[src/rtl/cdl_ram.sv]
module cdl_ram #(
  parameter int WIDTH = 8,
  parameter int DEPTH = 2
) (
  input  logic                     clk,
  input  logic                     wr_en,
  input  logic [$clog2(DEPTH)-1:0] wr_addr,
  input  logic [WIDTH-1:0]         wr_data,
  input  logic                     rd_en,
  input  logic [$clog2(DEPTH)-1:0] rd_addr,
  output logic [WIDTH-1:0]         rd_data
);

  logic [WIDTH-1:0] mem [DEPTH];

  // read-first: a read at the address being written returns the old word
  always_ff @(posedge clk) begin
    if (wr_en) begin
      mem[wr_addr] <= wr_data;
    end
    if (rd_en) begin
      rd_data <= mem[rd_addr];
    end
  end

endmodule

[config.mk]
export PLATFORM = sky130hd
export DESIGN_NAME = cdl_ram
export DESIGN_NICKNAME = d
export VERILOG_FILES = /design/src/rtl/cdl_ram.sv
export SDC_FILE = /design/constraint.sdc
export NUM_CORES = 1
export LEC_CHECK = 0
export BUFFER_PORTS_ARGS = -buffer_cell sky130_fd_sc_hd__buf_2
export CAP_MARGIN = 40
export CORE_UTILIZATION = 35
export CTS_CLUSTER_DIAMETER = 60
export DETAILED_ROUTE_END_ITERATION = 6
export PLACE_DENSITY = 0.63
export SYNTH_ARGS = -nofsm -noshare
export SYNTH_HDL_FRONTEND = slang
export SYNTH_SLANG_ARGS = --single-unit
[constraint.sdc]
create_clock -name clk -period 0.94 [get_ports clk]
set_input_delay 0.094 -clock clk [delete_from_list [all_inputs] [get_ports clk]]
set_output_delay 0.094 -clock clk [all_outputs]
set_load 0.1 [all_outputs]
==> out/results.ini <==
[critical_path]
cp_top_family=flip-flops
cp_cell_sequence=buf_12
path_max_fanout=1
slowest_delay_ns=0.43
reg2reg_depth=1
r2r_setup_slack_ns=0.04
end_kind=output pin
arrival_ns=0.92
slowest_stage=edfxtp_1
r2r-end=rd_data[1]
critPathRequiredTime_ns=0.85
path_buf_inv=1
worstReg2RegStart=mem[0][1]
start_kind=register
critPathKind=reg -> out

[layout]
final_cell_mix=24 x edfxtp_1, 12 x buf_2, 8 x mux2_4, 8 x dlygate4sd3_1, 8 x buf_12
diodes=0
nFillCells=169
drive_gt1_share_pct=49.3
fin_area_um2=1230
final_core_util_pct=53.9
fin_nets=82
layout_commonest_cell=edfxtp_1
area_growth_pct=41.8

[clock_tree]
insertion_delay_ns=0.29
numCtsBuffers=3
clock_sinks=24
cts-resized-gates=0
clk_pin_slew_worst_paths_ns=0.11
htree_levels=1
cts_tree=yes
clk_path_buf_depth=2
cts_root_buffer=clkbuf_4
postCtsSetupRepairBufs=0

[yosys]
ys_top_cells_by_area=edfxtp_1 83%, mux2_4 14%, buf_6 1.3%, and2_1 0.72%, nor2b_1 0.72%
synth_top_area_share_pct=83.4
synth.avg_cell_area_um2=24.7
ys_seq_area_share_pct=83.4
syn_area_um2=865
synth_fp_nets=48
yosysWarnings=0
synth_cell_types=5
synthCells=35
post-synth-top-area-cell=edfxtp_1
yosys_register_bits=24

[drt]
drt-initial-drc-count=1
drt-total-wl_um=1020
drtAntennaViolNets=0
post-route-drc-count=0
wl_per_cell_um=10.7
dr.pass1.iters=4
viasPerCell=4.32
vias=410

[power_and_ir_drop]
power_frac_comb_pct=20.0
clock_power_share_pct=19.1
switching_share_pct=24.9
p_switching_uw=530
p_leak_nw=0.479
vdd_drop_max_mv=1.07
internal-power_mw=1.60
finalPower_mw=2.13
p_seq_share_pct=60.9
p_per_area_nw_per_um2=1740

[timing]
fmax_mhz=991
hold_viol=0
rsz0062_at_grt=yes
fin_hold_ws_ns=0.113
worstMarginPinSlew_ns=0.259
maxSlewHeadroom_pct=82.8
clock_skew_ns=0.00447
finalCritPeriodShare_pct=107
worst_slack_ns=-0.0692
fin_crit_ns=1.01
setup_tns_ns=-0.513
finalSetupViolations=8
final_max_slew_viol_count=0

[min_path]
hold_end=rd_data[0]
min_path_cells=1
min_path_type=in -> reg
min_from=rd_en

[global_route]
antenna_found_initial=0
grt_pass1_wl_um=1590
grt_max_degree=13
grt_pass1_vias=404
overflow=0
grtUsageTotal_pct=8.75

[floorplanning]
start_util_pct=38.0
dieArea_um2=2670
dieHeight_um=51.7
die_w_um=51.7
num_io_pins=21
core-area_um2=2280
core.rowCount=17

[status]
violations=setup timing
status=complete, but fails checks

[place]
placed_area_um2=1120
port_buffers=20
place.gp.congestion=0.620

[job]
maxCapViolations=0

==> per-stage QoR <==
step / cells / setup slack (ns)
detailed placement: 84 / 0.0130
global route: 95 / -0.113
floorplan: 35 / -0.0580
CTS: 95 / -0.0826
finish: 95 / -0.0692
global placement: 84 / 0.0402
==> worst max path at each step <==
| stage | from | endpoint | slack [ns] | cells after the start |
|---|---|---|---|---|
| 2_1_floorplan | rd_data[0] | rd_data[0] | -0.06 | 0 |
| 4_1_cts | rd_data[5] | rd_data[5] | -0.08 | 1 |
| 5_1_grt | rd_data[5] | rd_data[5] | -0.11 | 1 |
| 6_report | rd_data[5] | rd_data[5] | -0.07 | 1 |
| 3_3_place_gp | rd_addr | rd_data[3] | 0.04 | 2 |
| 3_5_place_dp | rd_addr | rd_data[4] | 0.01 | 2 |
==> synthesized netlist by cell type <==
cell type	number
and2_1	1
buf_6	1
nor2b_1	1
mux2_4	8
edfxtp_1	24
==> cell families after synthesis <==
family                 share of synthesized area, %
buffers and inverters                          1.30
AND/OR/NAND/NOR                                1.45
multiplexers                                   13.9
flip-flops                                     83.4
==> power by group through the flow <==
stage / registers (mW) / clock network, mW / logic [mW]
2_1_floorplan: 1.49 / 0 / 0.0732
3_3_place_gp: 1.32 / 0 / 0.396
3_5_place_dp: 1.32 / 0 / 0.402
4_1_cts: 1.30 / 0.422 / 0.427
5_1_grt: 1.30 / 0.455 / 0.440
6_report: 1.30 / 0.407 / 0.425
==> layer usage <==
layer  track usage [%]  share of wire [%]  wire [um]
met1              8.64                 39        396
met2              15.8                 55        559
met3              2.63                5.7         58
met4              5.41                  0          0
met5                 0                  0          0
==> sequential cells by signal, indices dropped and copies added (netlist names) <==
register  cells
mem          16
rd_data       8
==> final cells by class <==
class | count | area (um2) | share of cell area [%]
Sequential cell | 24 | 721 | 58.8
Timing Repair Buffer | 30 | 315 | 25.7
Multi-Input combinational cell | 10 | 133 | 10.8
Tap cell | 28 | 35.0 | 2.86
Clock buffer | 3 | 22.5 | 1.84
==> what timing repair did <==
| action | CTS | global route |
|---|---|---|
| endpoints found under the setup margin | 8 | 8 |
| hold buffers | 8 | 0 |
| endpoints found under the hold margin | 16 | 0 |
(Power assumes the default switching activity.)
